--- config.mk ---
export PLATFORM = sky130hd
export DESIGN_NAME = targa_rle_pixel_decoder_top
export DESIGN_NICKNAME = d
export VERILOG_FILES = /design/src/hdl/trle_pkg.sv /design/src/hdl/targa_rle_pixel_decoder_top.sv /design/src/hdl/trle_byte_decode.sv /design/src/hdl/trle_span_split.sv
export SDC_FILE = /design/constraint.sdc
export NUM_CORES = 1
export LEC_CHECK = 0
export BUFFER_PORTS_ARGS = -buffer_cell sky130_fd_sc_hd__buf_4
export CORE_ASPECT_RATIO = 2
export CORE_UTILIZATION = 35
export DETAILED_ROUTE_END_ITERATION = 10
export SYNTH_ARGS = -nofsm -noshare
export SYNTH_HDL_FRONTEND = slang
export SYNTH_HIERARCHICAL = 1
export SYNTH_SLANG_ARGS = --single-unit
--- constraint.sdc ---
create_clock -name i_clk -period 16.4 [get_ports i_clk]
set_clock_uncertainty 0.1 [all_clocks]
set_input_delay 2.46 -clock i_clk [delete_from_list [all_inputs] [get_ports i_clk]]
set_output_delay 2.46 -clock i_clk [all_outputs]
set_load 0.02 [all_outputs]
--- src/hdl/trle_pkg.sv ---
// ----------------------------------------------------------------------------
// trle_pkg
// Shared types and constants of the Targa run-length pixel decoder.
// ----------------------------------------------------------------------------
package trle_pkg;

    // Configuration register indexes.
    localparam logic [2:0] C_REG_WIDTH     = 3'd0;
    localparam logic [2:0] C_REG_HEIGHT    = 3'd1;
    localparam logic [2:0] C_REG_ALPHA     = 3'd2;
    localparam logic [2:0] C_REG_RLC       = 3'd3;
    localparam logic [2:0] C_REG_BOTTOM_UP = 3'd4;

    // Image size limits.
    localparam logic [12:0] C_MAX_DIM   = 13'd4096;
    localparam logic [12:0] C_MIN_WIDTH = 13'd16;
    localparam logic [12:0] C_MIN_HEIGHT = 13'd1;

    // Alpha used for 24-bit pixels.
    localparam logic [7:0] C_OPAQUE = 8'hFF;

    // Packet header fields.
    localparam int C_HDR_RUN_BIT = 7;

    // Pixel job handed from the byte decoder to the span splitter.
    typedef struct packed {
        logic        valid;
        logic [7:0]  count;
        logic [31:0] argb;
    } t_job;

    // One span toward the output register.
    typedef struct packed {
        logic        valid;
        logic [11:0] row;
        logic [11:0] col;
        logic [7:0]  len;
        logic [31:0] argb;
        logic        done;
    } t_span;

endpackage

--- src/hdl/targa_rle_pixel_decoder_top.sv ---
// ----------------------------------------------------------------------------
// targa_rle_pixel_decoder_top
// Targa pixel-data decoder: bytes in, ARGB spans (row, column, length) out.
// ----------------------------------------------------------------------------
// The block takes one pixel-data byte per cycle into an input register while
// the input is not held, and delivers spans one per cycle through a registered
// output while the output is not stalled; a byte and its first span pass the
// input register and then the output register. A run packet whose pixels
// cross row ends is split by the span splitter into one span per row piece,
// at one span per cycle, so such a byte holds back the byte behind it in the
// input register until its remaining pieces are sent. Output stalls back up
// to the input through the output register.
module targa_rle_pixel_decoder_top
    import trle_pkg::*;
(
    input  logic        i_clk,
    input  logic        i_rst_n,
    // Configuration write port.
    input  logic        i_cfg_we,
    input  logic [2:0]  i_cfg_addr,
    input  logic [12:0] i_cfg_wdata,
    // Byte input stream.
    input  logic        i_s_axis_tvalid,
    output logic        o_s_axis_tready,
    input  logic [7:0]  i_s_axis_tdata,   // [7:0] data_byte
    input  logic        i_s_axis_tuser,   // [0] start_image
    // Span output stream.
    output logic        o_m_axis_tvalid,
    input  logic        i_m_axis_tready,
    output logic [63:0] o_m_axis_tdata,   // [11:0] row_index, [23:12] col_index,
                                          // [31:24] span_length, [63:32] argb_color
    output logic        o_m_axis_tlast    // image_done
);

    logic [12:0] r_width, r_height;
    logic        r_alpha, r_rlc, r_bottom_up;

    logic        r_in_valid;
    logic [7:0]  r_in_byte;
    logic        r_in_start;

    logic        r_out_valid;
    logic [63:0] r_out_data;
    logic        r_out_last;

    logic        s_out_free;
    logic        s_adv;
    logic        s_fin;
    t_job        s_job;
    t_span       s_span;

    // Configuration registers.
    always_ff @(posedge i_clk) begin
        if (!i_rst_n) begin
            r_width     <= 13'd16;
            r_height    <= 13'd11;
            r_alpha     <= 1'b0;
            r_rlc       <= 1'b1;
            r_bottom_up <= 1'b1;
        end else if (i_cfg_we) begin
            unique case (i_cfg_addr)
                C_REG_WIDTH:     r_width     <= i_cfg_wdata;
                C_REG_HEIGHT:    r_height    <= i_cfg_wdata;
                C_REG_ALPHA:     r_alpha     <= i_cfg_wdata[0];
                C_REG_RLC:       r_rlc       <= i_cfg_wdata[0];
                C_REG_BOTTOM_UP: r_bottom_up <= i_cfg_wdata[0];
                default:         ;
            endcase
        end
    end

    // Input register: refilled when empty or when its item moves on.
    assign o_s_axis_tready = !r_in_valid || s_adv;

    always_ff @(posedge i_clk) begin
        if (!i_rst_n) begin
            r_in_valid <= 1'b0;
        end else if (o_s_axis_tready) begin
            r_in_valid <= i_s_axis_tvalid;
        end
    end

    always_ff @(posedge i_clk) begin
        if (o_s_axis_tready && i_s_axis_tvalid) begin
            r_in_byte  <= i_s_axis_tdata;
            r_in_start <= i_s_axis_tuser;
        end
    end

    trle_byte_decode u_decode (
        .i_clk       (i_clk),
        .i_rst_n     (i_rst_n),
        .i_byte      (r_in_byte),
        .i_start     (r_in_start),
        .i_fin       (s_fin),
        .i_adv       (s_adv),
        .i_has_alpha (r_alpha),
        .i_rlc       (r_rlc),
        .o_job       (s_job)
    );

    trle_span_split u_split (
        .i_clk       (i_clk),
        .i_rst_n     (i_rst_n),
        .i_job       (s_job),
        .i_in_valid  (r_in_valid),
        .i_start     (r_in_start),
        .i_out_free  (s_out_free),
        .i_width     (r_width),
        .i_height    (r_height),
        .i_bottom_up (r_bottom_up),
        .o_fin       (s_fin),
        .o_adv       (s_adv),
        .o_span      (s_span)
    );

    // Output register: takes a span when empty or being drained.
    assign s_out_free = !r_out_valid || i_m_axis_tready;

    always_ff @(posedge i_clk) begin
        if (!i_rst_n) begin
            r_out_valid <= 1'b0;
        end else if (s_out_free) begin
            r_out_valid <= s_span.valid;
        end
    end

    always_ff @(posedge i_clk) begin
        if (s_out_free && s_span.valid) begin
            r_out_data <= {s_span.argb, s_span.len, s_span.col, s_span.row};
            r_out_last <= s_span.done;
        end
    end

    assign o_m_axis_tvalid = r_out_valid;
    assign o_m_axis_tdata  = r_out_data;
    assign o_m_axis_tlast  = r_out_last;

endmodule

--- src/hdl/trle_byte_decode.sv ---
// ----------------------------------------------------------------------------
// trle_byte_decode
// Byte-level decoder: packet headers, BGR(A) assembly and pixel job output.
// ----------------------------------------------------------------------------
module trle_byte_decode
    import trle_pkg::*;
(
    input  logic       i_clk,
    input  logic       i_rst_n,
    input  logic [7:0] i_byte,
    input  logic       i_start,
    input  logic       i_fin,
    input  logic       i_adv,
    input  logic       i_has_alpha,
    input  logic       i_rlc,
    output t_job       o_job
);

    logic [1:0]  r_phase, n_phase;
    logic [23:0] r_hold, n_hold;
    logic [7:0]  r_left, n_left;
    logic        r_is_run, n_is_run;
    logic        r_in_pkt, n_in_pkt;

    logic [1:0]  s_phase;
    logic [7:0]  s_left;
    logic        s_is_run;
    logic        s_in_pkt;
    logic        s_fin;
    logic [1:0]  s_last;
    logic [7:0]  s_alpha;

    // Start of image clears the packet state before the byte is looked at.
    always_comb begin
        s_phase  = i_start ? 2'd0 : r_phase;
        s_left   = i_start ? 8'd0 : r_left;
        s_is_run = i_start ? 1'b0 : r_is_run;
        s_in_pkt = i_start ? 1'b0 : r_in_pkt;
        s_fin    = i_start ? 1'b0 : i_fin;
        s_last   = i_has_alpha ? 2'd3 : 2'd2;
        s_alpha  = ((s_phase == 2'd3) && i_has_alpha) ? i_byte : C_OPAQUE;
    end

    // Next state and pixel job for the byte in the input register.
    always_comb begin
        n_phase  = s_phase;
        n_hold   = r_hold;
        n_left   = s_left;
        n_is_run = s_is_run;
        n_in_pkt = s_in_pkt;
        o_job    = '0;
        if (!s_fin) begin
            if (i_rlc && !s_in_pkt) begin
                n_is_run = i_byte[C_HDR_RUN_BIT];
                n_left   = {1'b0, i_byte[6:0]} + 8'd1;
                n_in_pkt = 1'b1;
                n_phase  = 2'd0;
            end else begin
                case (s_phase)
                    2'd0:    n_hold[7:0]   = i_byte;
                    2'd1:    n_hold[15:8]  = i_byte;
                    2'd2:    n_hold[23:16] = i_byte;
                    default: n_hold        = r_hold;
                endcase
                if (s_phase < s_last) begin
                    n_phase = s_phase + 2'd1;
                end else begin
                    n_phase    = 2'd0;
                    o_job.argb = {s_alpha, n_hold};
                    if (!i_rlc) begin
                        o_job.count = 8'd1;
                    end else if (s_is_run) begin
                        o_job.count = s_left;
                        n_left      = 8'd0;
                        n_in_pkt    = 1'b0;
                    end else begin
                        o_job.count = 8'd1;
                        if (s_left != 8'd0) begin
                            n_left = s_left - 8'd1;
                        end
                        if (n_left == 8'd0) begin
                            n_in_pkt = 1'b0;
                        end
                    end
                    o_job.valid = (o_job.count != 8'd0);
                end
            end
        end
    end

    // Packet state registers.
    always_ff @(posedge i_clk) begin
        if (!i_rst_n) begin
            r_phase  <= '0;
            r_hold   <= '0;
            r_left   <= '0;
            r_is_run <= 1'b0;
            r_in_pkt <= 1'b0;
        end else if (i_adv) begin
            r_phase  <= n_phase;
            r_hold   <= n_hold;
            r_left   <= n_left;
            r_is_run <= n_is_run;
            r_in_pkt <= n_in_pkt;
        end
    end

endmodule

--- src/hdl/trle_span_split.sv ---
// ----------------------------------------------------------------------------
// trle_span_split
// Tracks position and splits spans at row ends, one per cycle unless stalled.
// ----------------------------------------------------------------------------
module trle_span_split
    import trle_pkg::*;
(
    input  logic        i_clk,
    input  logic        i_rst_n,
    input  t_job        i_job,
    input  logic        i_in_valid,
    input  logic        i_start,
    input  logic        i_out_free,
    input  logic [12:0] i_width,
    input  logic [12:0] i_height,
    input  logic        i_bottom_up,
    output logic        o_fin,
    output logic        o_adv,
    output t_span       o_span
);

    logic [11:0] r_col, n_col;
    logic [12:0] r_row, n_row;
    logic        r_fin, n_fin;
    logic        r_busy, n_busy;
    logic [7:0]  r_count, n_count;
    logic [31:0] r_argb, n_argb;

    logic [12:0] s_w, s_h;
    logic [11:0] s_col;
    logic [12:0] s_row;
    logic [7:0]  s_cnt;
    logic [31:0] s_argb;
    logic        s_step;
    logic        s_wrap0, s_end0, s_wrap1, s_done;
    logic [12:0] s_c0, s_r0, s_room, s_c1, s_r1, s_brow;
    logic [7:0]  s_take, s_rem;

    // Clamp the configured size to the supported range.
    always_comb begin
        s_w = i_width;
        if (s_w < C_MIN_WIDTH) s_w = C_MIN_WIDTH;
        if (s_w > C_MAX_DIM)   s_w = C_MAX_DIM;
        s_h = i_height;
        if (s_h < C_MIN_HEIGHT) s_h = C_MIN_HEIGHT;
        if (s_h > C_MAX_DIM)    s_h = C_MAX_DIM;
    end

    // Pick the source of this cycle's span: a pending remainder or a new job.
    always_comb begin
        if (r_busy) begin
            s_col  = r_col;
            s_row  = r_row;
            s_cnt  = r_count;
            s_argb = r_argb;
            s_step = i_out_free;
        end else begin
            s_col  = i_start ? 12'd0 : r_col;
            s_row  = i_start ? 13'd0 : r_row;
            s_cnt  = i_job.count;
            s_argb = i_job.argb;
            s_step = i_in_valid && i_job.valid && i_out_free;
        end
        o_adv = i_in_valid && !r_busy && (!i_job.valid || i_out_free);
    end

    // One split step: wrap, clip to the row end, advance the position.
    always_comb begin
        s_wrap0 = ({1'b0, s_col} >= s_w);
        s_c0    = s_wrap0 ? 13'd0 : {1'b0, s_col};
        s_r0    = s_wrap0 ? s_row + 13'd1 : s_row;
        s_end0  = (s_r0 >= s_h);
        s_room  = s_w - s_c0;
        s_take  = ({5'd0, s_cnt} < s_room) ? s_cnt : s_room[7:0];
        s_c1    = s_c0 + {5'd0, s_take};
        s_rem   = s_cnt - s_take;
        s_wrap1 = (s_c1 >= s_w);
        s_r1    = s_r0 + 13'd1;
        s_done  = s_wrap1 && (s_r1 >= s_h);
        s_brow  = i_bottom_up ? (s_h - 13'd1 - s_r0) : s_r0;
    end

    // Next position state and span output.
    always_comb begin
        n_col   = r_col;
        n_row   = r_row;
        n_fin   = r_fin;
        n_busy  = r_busy;
        n_count = r_count;
        n_argb  = r_argb;
        o_span  = '0;
        if (o_adv && i_start) begin
            n_col = 12'd0;
            n_row = 13'd0;
            n_fin = 1'b0;
        end
        if (s_step) begin
            if (s_end0) begin
                n_col  = s_c0[11:0];
                n_row  = s_r0;
                n_fin  = 1'b1;
                n_busy = 1'b0;
            end else begin
                n_col   = s_wrap1 ? 12'd0 : s_c1[11:0];
                n_row   = s_wrap1 ? s_r1 : s_r0;
                n_fin   = s_done;
                n_busy  = !s_done && (s_rem != 8'd0);
                n_count = s_rem;
                n_argb  = s_argb;
                o_span.valid = 1'b1;
                o_span.row   = s_brow[11:0];
                o_span.col   = s_c0[11:0];
                o_span.len   = s_take;
                o_span.argb  = s_argb;
                o_span.done  = s_done;
            end
        end
    end

    // Position and split registers.
    always_ff @(posedge i_clk) begin
        if (!i_rst_n) begin
            r_col   <= '0;
            r_row   <= '0;
            r_fin   <= 1'b0;
            r_busy  <= 1'b0;
            r_count <= '0;
        end else begin
            r_col   <= n_col;
            r_row   <= n_row;
            r_fin   <= n_fin;
            r_busy  <= n_busy;
            r_count <= n_count;
        end
    end

    // Color of a pending remainder.
    always_ff @(posedge i_clk) begin
        r_argb <= n_argb;
    end

    assign o_fin = r_fin;

endmodule

==> qor.yml, run 1 <==
status:
  status: "complete, no violations"
place:
  dp_slack_ns: 4.47
  place.gp.congestion: 0.950
  dp_hpwl_um: 33100
  io_buffers: 96
  placed_area_um2: 15000
layout:
  drive_above_1_share: 0.144
  area_delta_synth_final_pct: 13.7
  final_cell_mix: "158 x nand2_1, 132 x nor2_1, 111 x buf_4"
  nets: 1693
  final_design_area_no_fill_um2: 15700
  antenna_cells: 0
  layout_commonest_cell: "nand2_1"
  post-route-util: 0.406
  fill_cells: 3983
logic_synthesis:
  syn_area_um2: 13800
  synth-edff-count: 106
  ys_seq_elements: 208
  yosysWarnings: 6
  synth_mux_area_frac: 0.0939
  synth-xor-area-share: 0.0443
  ys_seq_area_frac: 0.377
  yosys.area_share.simple: 0.210
  synth_compound_area_frac: 0.126
  syn_nets: 1632
  synthFlopType: "edfxtp_1"
  postSynthAreaPerCell_um2: 9.26
  synth_top_family_by_area: "simple AND/OR/NAND/NOR gates"
  synth_fa_ha_area_frac: 0.100
  synthCells: 1495
  synthDistinctLibCells: 94
  async_flop_share: 0
timing:
  slew_headroom: 0.236
  drv_slew: 0
  setup_viol: 0
  tns_ns: 0
  rsz0062_at_grt: "no"
  fmax_ghz: 0.0832
  worstMarginPinSlew_ns: 1.12
  layout_min_cycle_time_ns: 12.02
  hold_viol: 0
  setup_slack_ns: 4.38
  period_share: 0.733
clock_network:
  cts_tree: "yes"
  ctsResizeCount: 0
  h-tree-depth: 1
  ctsHoldBuffers: 0
  cts_num_sinks: 208
  clk_latency_ns: 0.53
  path_clk_slew_ns: 0.06
  clock_path_buffers: 3
  cts-root-buf: "clkbuf_16"
  post-cts-setup-buffers: 0
  cts_made_buffers: 22
pwr:
  p_per_area_nw_per_um2: 75.7
  clock_power_share: 0.426
  p_int_w: 0.000893
  ir_drop_mv: 0.0507
  power_w: 0.00119
  combinationalPowerShare: 0.102
  p_leak_nw: 6.48
  p_sw_frac: 0.250
  seq_power_share: 0.472
  p_sw_w: 0.000298
route:
  drt-met1-wl_um: 13400
  route.met3.wl_um: 1410
  top_layer: "met4"
  ant_nets: 0
  wl_met2_um: 23200
  firstDrtPassIters: 5
  drtIter0Drc: 554
  vias: 11109
  wl_um: 42400
  viasPerCell: 5.31
  wl_per_cell_um: 20.3
  drcViolationCount: 0
setup_path:
  cp_data_arrival_time_ns: 12.32
  required_ns: 16.71
  r2r_start: "u_split/r_busy"
  cp_common_cell: "a21oi_1"
  critical_path_class: "flop to flop"
  r2r-end: "u_split/r_col[7]"
  r2r_cells: 51
  slowest_stage: "nor2b_1"
  cp_max_fo: 45
  reg2reg_slack_ns: 4.38
  cp-end-kind: "flop"
  cpPeakStageDelay_ns: 0.67
  worst_setup_path_start_kind: "flop"
grt:
  grt-ovfl-total: 0
  grt_start_max_net_pins: 66
  track_usage: 0.212
  grt_pass1_vias: 11451
  grt_pass1_wl_um: 64300
  antenna_found_initial: 0
min_path:
  hold_path_startpoint: "u_decode/r_hold[15]"
  min-delay-path-class: "flop to flop"
  hold_depth: 2
  hold_end: "u_decode/r_hold[15]"
die:
  die_y_um: 283
  io_pins: 97
  core_um2: 38800
  initial_core_util: 0.357
  die_x_um: 143
  die_area_um2: 40400
  rows: 102
flow_run:
  drv_cap: 0
flip-flops by register name, summed over array words and instances, names as in the netlist, 2 cells and up:
signal            flops
o_m_axis_tdata       64
u_decode/r_left       8
r_width              13
u_split/r_argb       32
u_decode/r_phase      2
r_in_byte             8
u_split/r_count       8
u_split/r_col        12
r_height             13
u_decode/r_hold      24
u_split/r_row        13
synthesized netlist by cell type (all sizes together) (6+ instances only):
master	number	area share
a21boi	17	0.0092
a21o	11	0.0060
a21oi	61	0.023
a22oi	8	0.0043
a31oi	8	0.0036
and2	29	0.013
and3	44	0.020
buf	19	0.0088
clkbuf	55	0.015
dfxtp	102	0.15
edfxtp	106	0.23
ha	103	0.093
inv	88	0.024
mux2	39	0.032
mux2i	86	0.062
nand2	158	0.043
nand2b	14	0.0063
nand3	44	0.016
nand4	20	0.011
nor2	133	0.037
nor2b	56	0.025
nor3	23	0.0094
nor4	15	0.0088
o211ai	7	0.0038
o21a	17	0.0092
o21ai	59	0.022
o21bai	13	0.0081
or2	6	0.0027
xnor2	49	0.031
xor2	21	0.013
worst max-delay path, delay by kind of cell (launching register included):
kind	cells	cell delay (ns)
mux	4	0.54
flops	1	0.31
fa+ha+maj	7	2.21
buf+inv	3	0.97
compound gates	18	3.42
xor+xnor	1	0.25
simple gates	18	4.10
power by group through the flow:
stage / Clock (W) / Sequential (W) / Combinational (W)
6_report: 0.000508 / 0.000562 / 0.000122
2_1_floorplan: 0 / 0.000562 / 0.0000916
3_5_place_dp: 0 / 0.000573 / 0.000121
4_1_cts: 0.000524 / 0.000562 / 0.000122
5_1_grt: 0.000540 / 0.000562 / 0.000133
3_3_place_gp: 0 / 0.000573 / 0.000120
stage by stage:
stage,hold WS (ns),cells
final,0.368,2092
after global routing,0.396,2092
after CTS,0.368,2092
after detailed placement,0.360,2052
after global placement,0.350,2052
after floorplan,0.326,1495
metal layers:
metal,track usage,vias to the layer above
li1,-,5396
met2,0.411,318
met1,0.179,5218
met3,0.0269,177
met5,0,-
met4,0.197,0
how the worst max path moves through the flow:
stage / from / endpoint / slack [ns] / cells after the start
finish: u_split/r_busy / u_split/r_col[7] / 4.38 / 51
global route: u_split/r_busy / u_split/r_col[7] / 3.53 / 51
CTS: u_split/r_busy / u_split/r_col[7] / 4.44 / 51
detailed placement: u_split/r_busy / u_split/r_col[7] / 4.47 / 51
global placement: u_split/r_busy / u_split/r_busy / 4.83 / 48
floorplan: u_split/r_busy / u_split/r_col[7] / 6.34 / 52
cells by family (layout without fill, tap and decap cells):
family / Yosys count / after routing
compound gates: 251 / 251
mux: 125 / 125
buf+inv: 163 / 240
xor+xnor: 70 / 70
simple gates: 569 / 569
fa+ha+maj: 109 / 109
flops: 208 / 208
final cells by class:
class                           instances  area, um^2  area share
Clock buffer                           29         618      0.0392
Clock inverter                         11         109     0.00691
Inverter                               89         334      0.0212
Multi-Input combinational cell       1124        7980       0.507
Sequential cell                       208        5230       0.332
Tap cell                              520         651      0.0413
Timing Repair Buffer                  111         833      0.0529
No activity file was read; power rests on OpenSTA's default activity.
==> run 2, diff against run 1 <==
clock period = 10.13 ns   (was 16.4 ns; I/O delays follow)
==> run 2 against run 1 <==
  * Sequential share of layout area shrank 1.6 points
  * Via count grew 3.3%
  * Hold slack lost 0.010 ns
  * Combinational power grew 84%
  * Die area is the same
  * Setup slack lost 3.9 ns
  * Final area grew 5.2%
  * Total power grew 63%
  * Final cell count grew 3.9%
  * Clock power grew 60%
  * Utilization grew 2.1 points
  * Sequential power grew 62%
  * Critical path type unchanged
  * Largest cell class unchanged
  * Largest power group unchanged
==> qor.yml, run 2 (same netlist as run 1, synthesis figures left out) <==
layout:
  area_delta_synth_final_pct: 19.7
  drive_above_1_share: 0.208
  largest_register_ffs: 64
  layout_commonest_cell: "buf_4"
  post-route-util: 0.427
  final_cell_mix: "191 x buf_4, 156 x nand2_1, 129 x nor2_1"
  final_cells: 2173
  nets: 1774
  antenna_cells: 0
clock_network:
  ctsHoldBuffers: 0
  cts_num_sinks: 208
  clk_latency_ns: 0.52
  cts-root-buf: "clkbuf_16"
  path_clk_slew_ns: 0.06
  cts_tree: "yes"
  clock_path_buffers: 3
  cts_made_buffers: 22
  h-tree-depth: 1
route:
  drcViolationCount: 0
  viasPerCell: 5.28
  ant_nets: 0
  wl_um: 43400
  firstDrtPassIters: 9
  vias: 11472
  drtIter0Drc: 560
  wl_per_cell_um: 20.0
min_path:
  hold_path_startpoint: "u_split/r_col[11]"
  min-delay-path-class: "flop to flop"
  hold_depth: 2
  hold_end: "u_split/r_col[11]"
place:
  place.gp.congestion: 0.973
  dp_hpwl_um: 33700
  io_buffers: 96
  dp_cells: 2132
  dp_slack_ns: -0.256
grt:
  grt_use_met1: 0.181
  antenna_found_initial: 0
  grtUsageMet2: 0.426
  use_met3: 0.0208
  track_usage: 0.214
  grt_pass1_vias: 11742
  grt-ovfl-total: 0
  grt_start_max_net_pins: 81
  grt_pass1_wl_um: 65200
  grt.busiest_layer: "met2"
timing:
  layout_min_cycle_time_ns: 9.69
  slew_headroom: 0.253
  period_share: 0.956
  drv_slew: 0
  hold_viol: 0
  setup_viol: 0
  fmax_ghz: 0.103
  setup_slack_ns: 0.445
  worstMarginPinSlew_ns: 1.12
setup_path:
  cp_max_fo: 15
  r2r-end: "u_split/r_col[7]"
  cp-end-kind: "flop"
  r2r_start: "u_split/r_busy"
  r2r_cells: 55
  cpPeakStageDelay_ns: 0.40
  reg2reg_slack_ns: 0.44
  path_buf_inv: 9
  cp_top_family: "compound AO/OA/AOI/OAI gates"
  required_ns: 10.44
  cp_data_arrival_time_ns: 9.99
  cp_common_cell: "buf_4"
  slowest_stage: "or3_1"
  critical_path_class: "flop to flop"
  worst_setup_path_start_kind: "flop"
pwr:
  ir_drop_mv: 0.111
  p_per_area_nw_per_um2: 118
  p_leak_nw: 6.92
die:
  die_y_um: 283
  core_um2: 38800
  die_area_um2: 40400
  die_x_um: 143
  io_pins: 97
  initial_core_util: 0.357
  rows: 102
flow_run:
  drv_cap: 0
status:
  status: "complete, no violations"
run 2: stage by stage:
step / area [um^2] / setup TNS [ns] / hold slack [ns] / total power (W)
4_1_cts: 16400 / 0 / 0.362 / 0.00196
3_5_place_dp: 15600 / -5.03 / 0.347 / 0.00114
6_report: 16600 / 0 / 0.358 / 0.00195
5_1_grt: 16600 / -0.493 / 0.383 / 0.00202
2_1_floorplan: 13800 / 0 / 0.326 / 0.00106
3_3_place_gp: 15600 / -0.994 / 0.338 / 0.00114
run 2: worst min-delay path, cell delays in order (launching register included):
cell and delay [ns]:
dfxtp_1 0.32, nand2_1 0.06, o31ai_2 0.05
run 2: how the worst max path moves through the flow:
stage,slack (ns),startpoint,cells after the start,end
floorplan,0.07,u_split/r_busy,52,u_split/r_col[7]
global placement,-0.11,r_width[6],54,u_split/r_col[7]
CTS,0.06,r_width[6],54,u_split/r_col[7]
global route,-0.11,r_width[10],59,u_split/r_col[7]
detailed placement,-0.26,r_width[6],54,u_split/r_col[7]
finish,0.44,u_split/r_busy,55,u_split/r_col[7]
run 2: report_power, final:
part | total [W] | internal, W | leakage, nW | switching (W)
clock | 0.000815 | 0.000475 | 0.365 | 0.000340
sequential | 0.000908 | 0.000887 | 1.76 | 0.0000218
combinational | 0.000224 | 0.0000969 | 4.79 | 0.000128
total | 0.00195 | 0.00146 | 6.92 | 0.000489
run 2: area by class of cell:
cell class	instances	area (um^2)
clock inverters	5	28.8
clock buffers	35	702
flip-flops and latches	208	5230
well taps	520	651
multi-input cells	1124	8170
repair buffers	192	1450
fillers	3894	22200
inverters	89	334
run 2: repair_timing:
item / CTS / global route
endpoints found under the setup margin: 28 / 28
setup buffers: 0 / 1
pin swaps: 0 / 12
gates resized for setup: 4 / 43
run 2: metal layers:
layer | vias to the layer above | share of wire
li1 | 5571 | -
met1 | 5447 | 0.32
met2 | 304 | 0.56
met3 | 150 | 0.027
met4 | 0 | 0.097
met5 | - | 0
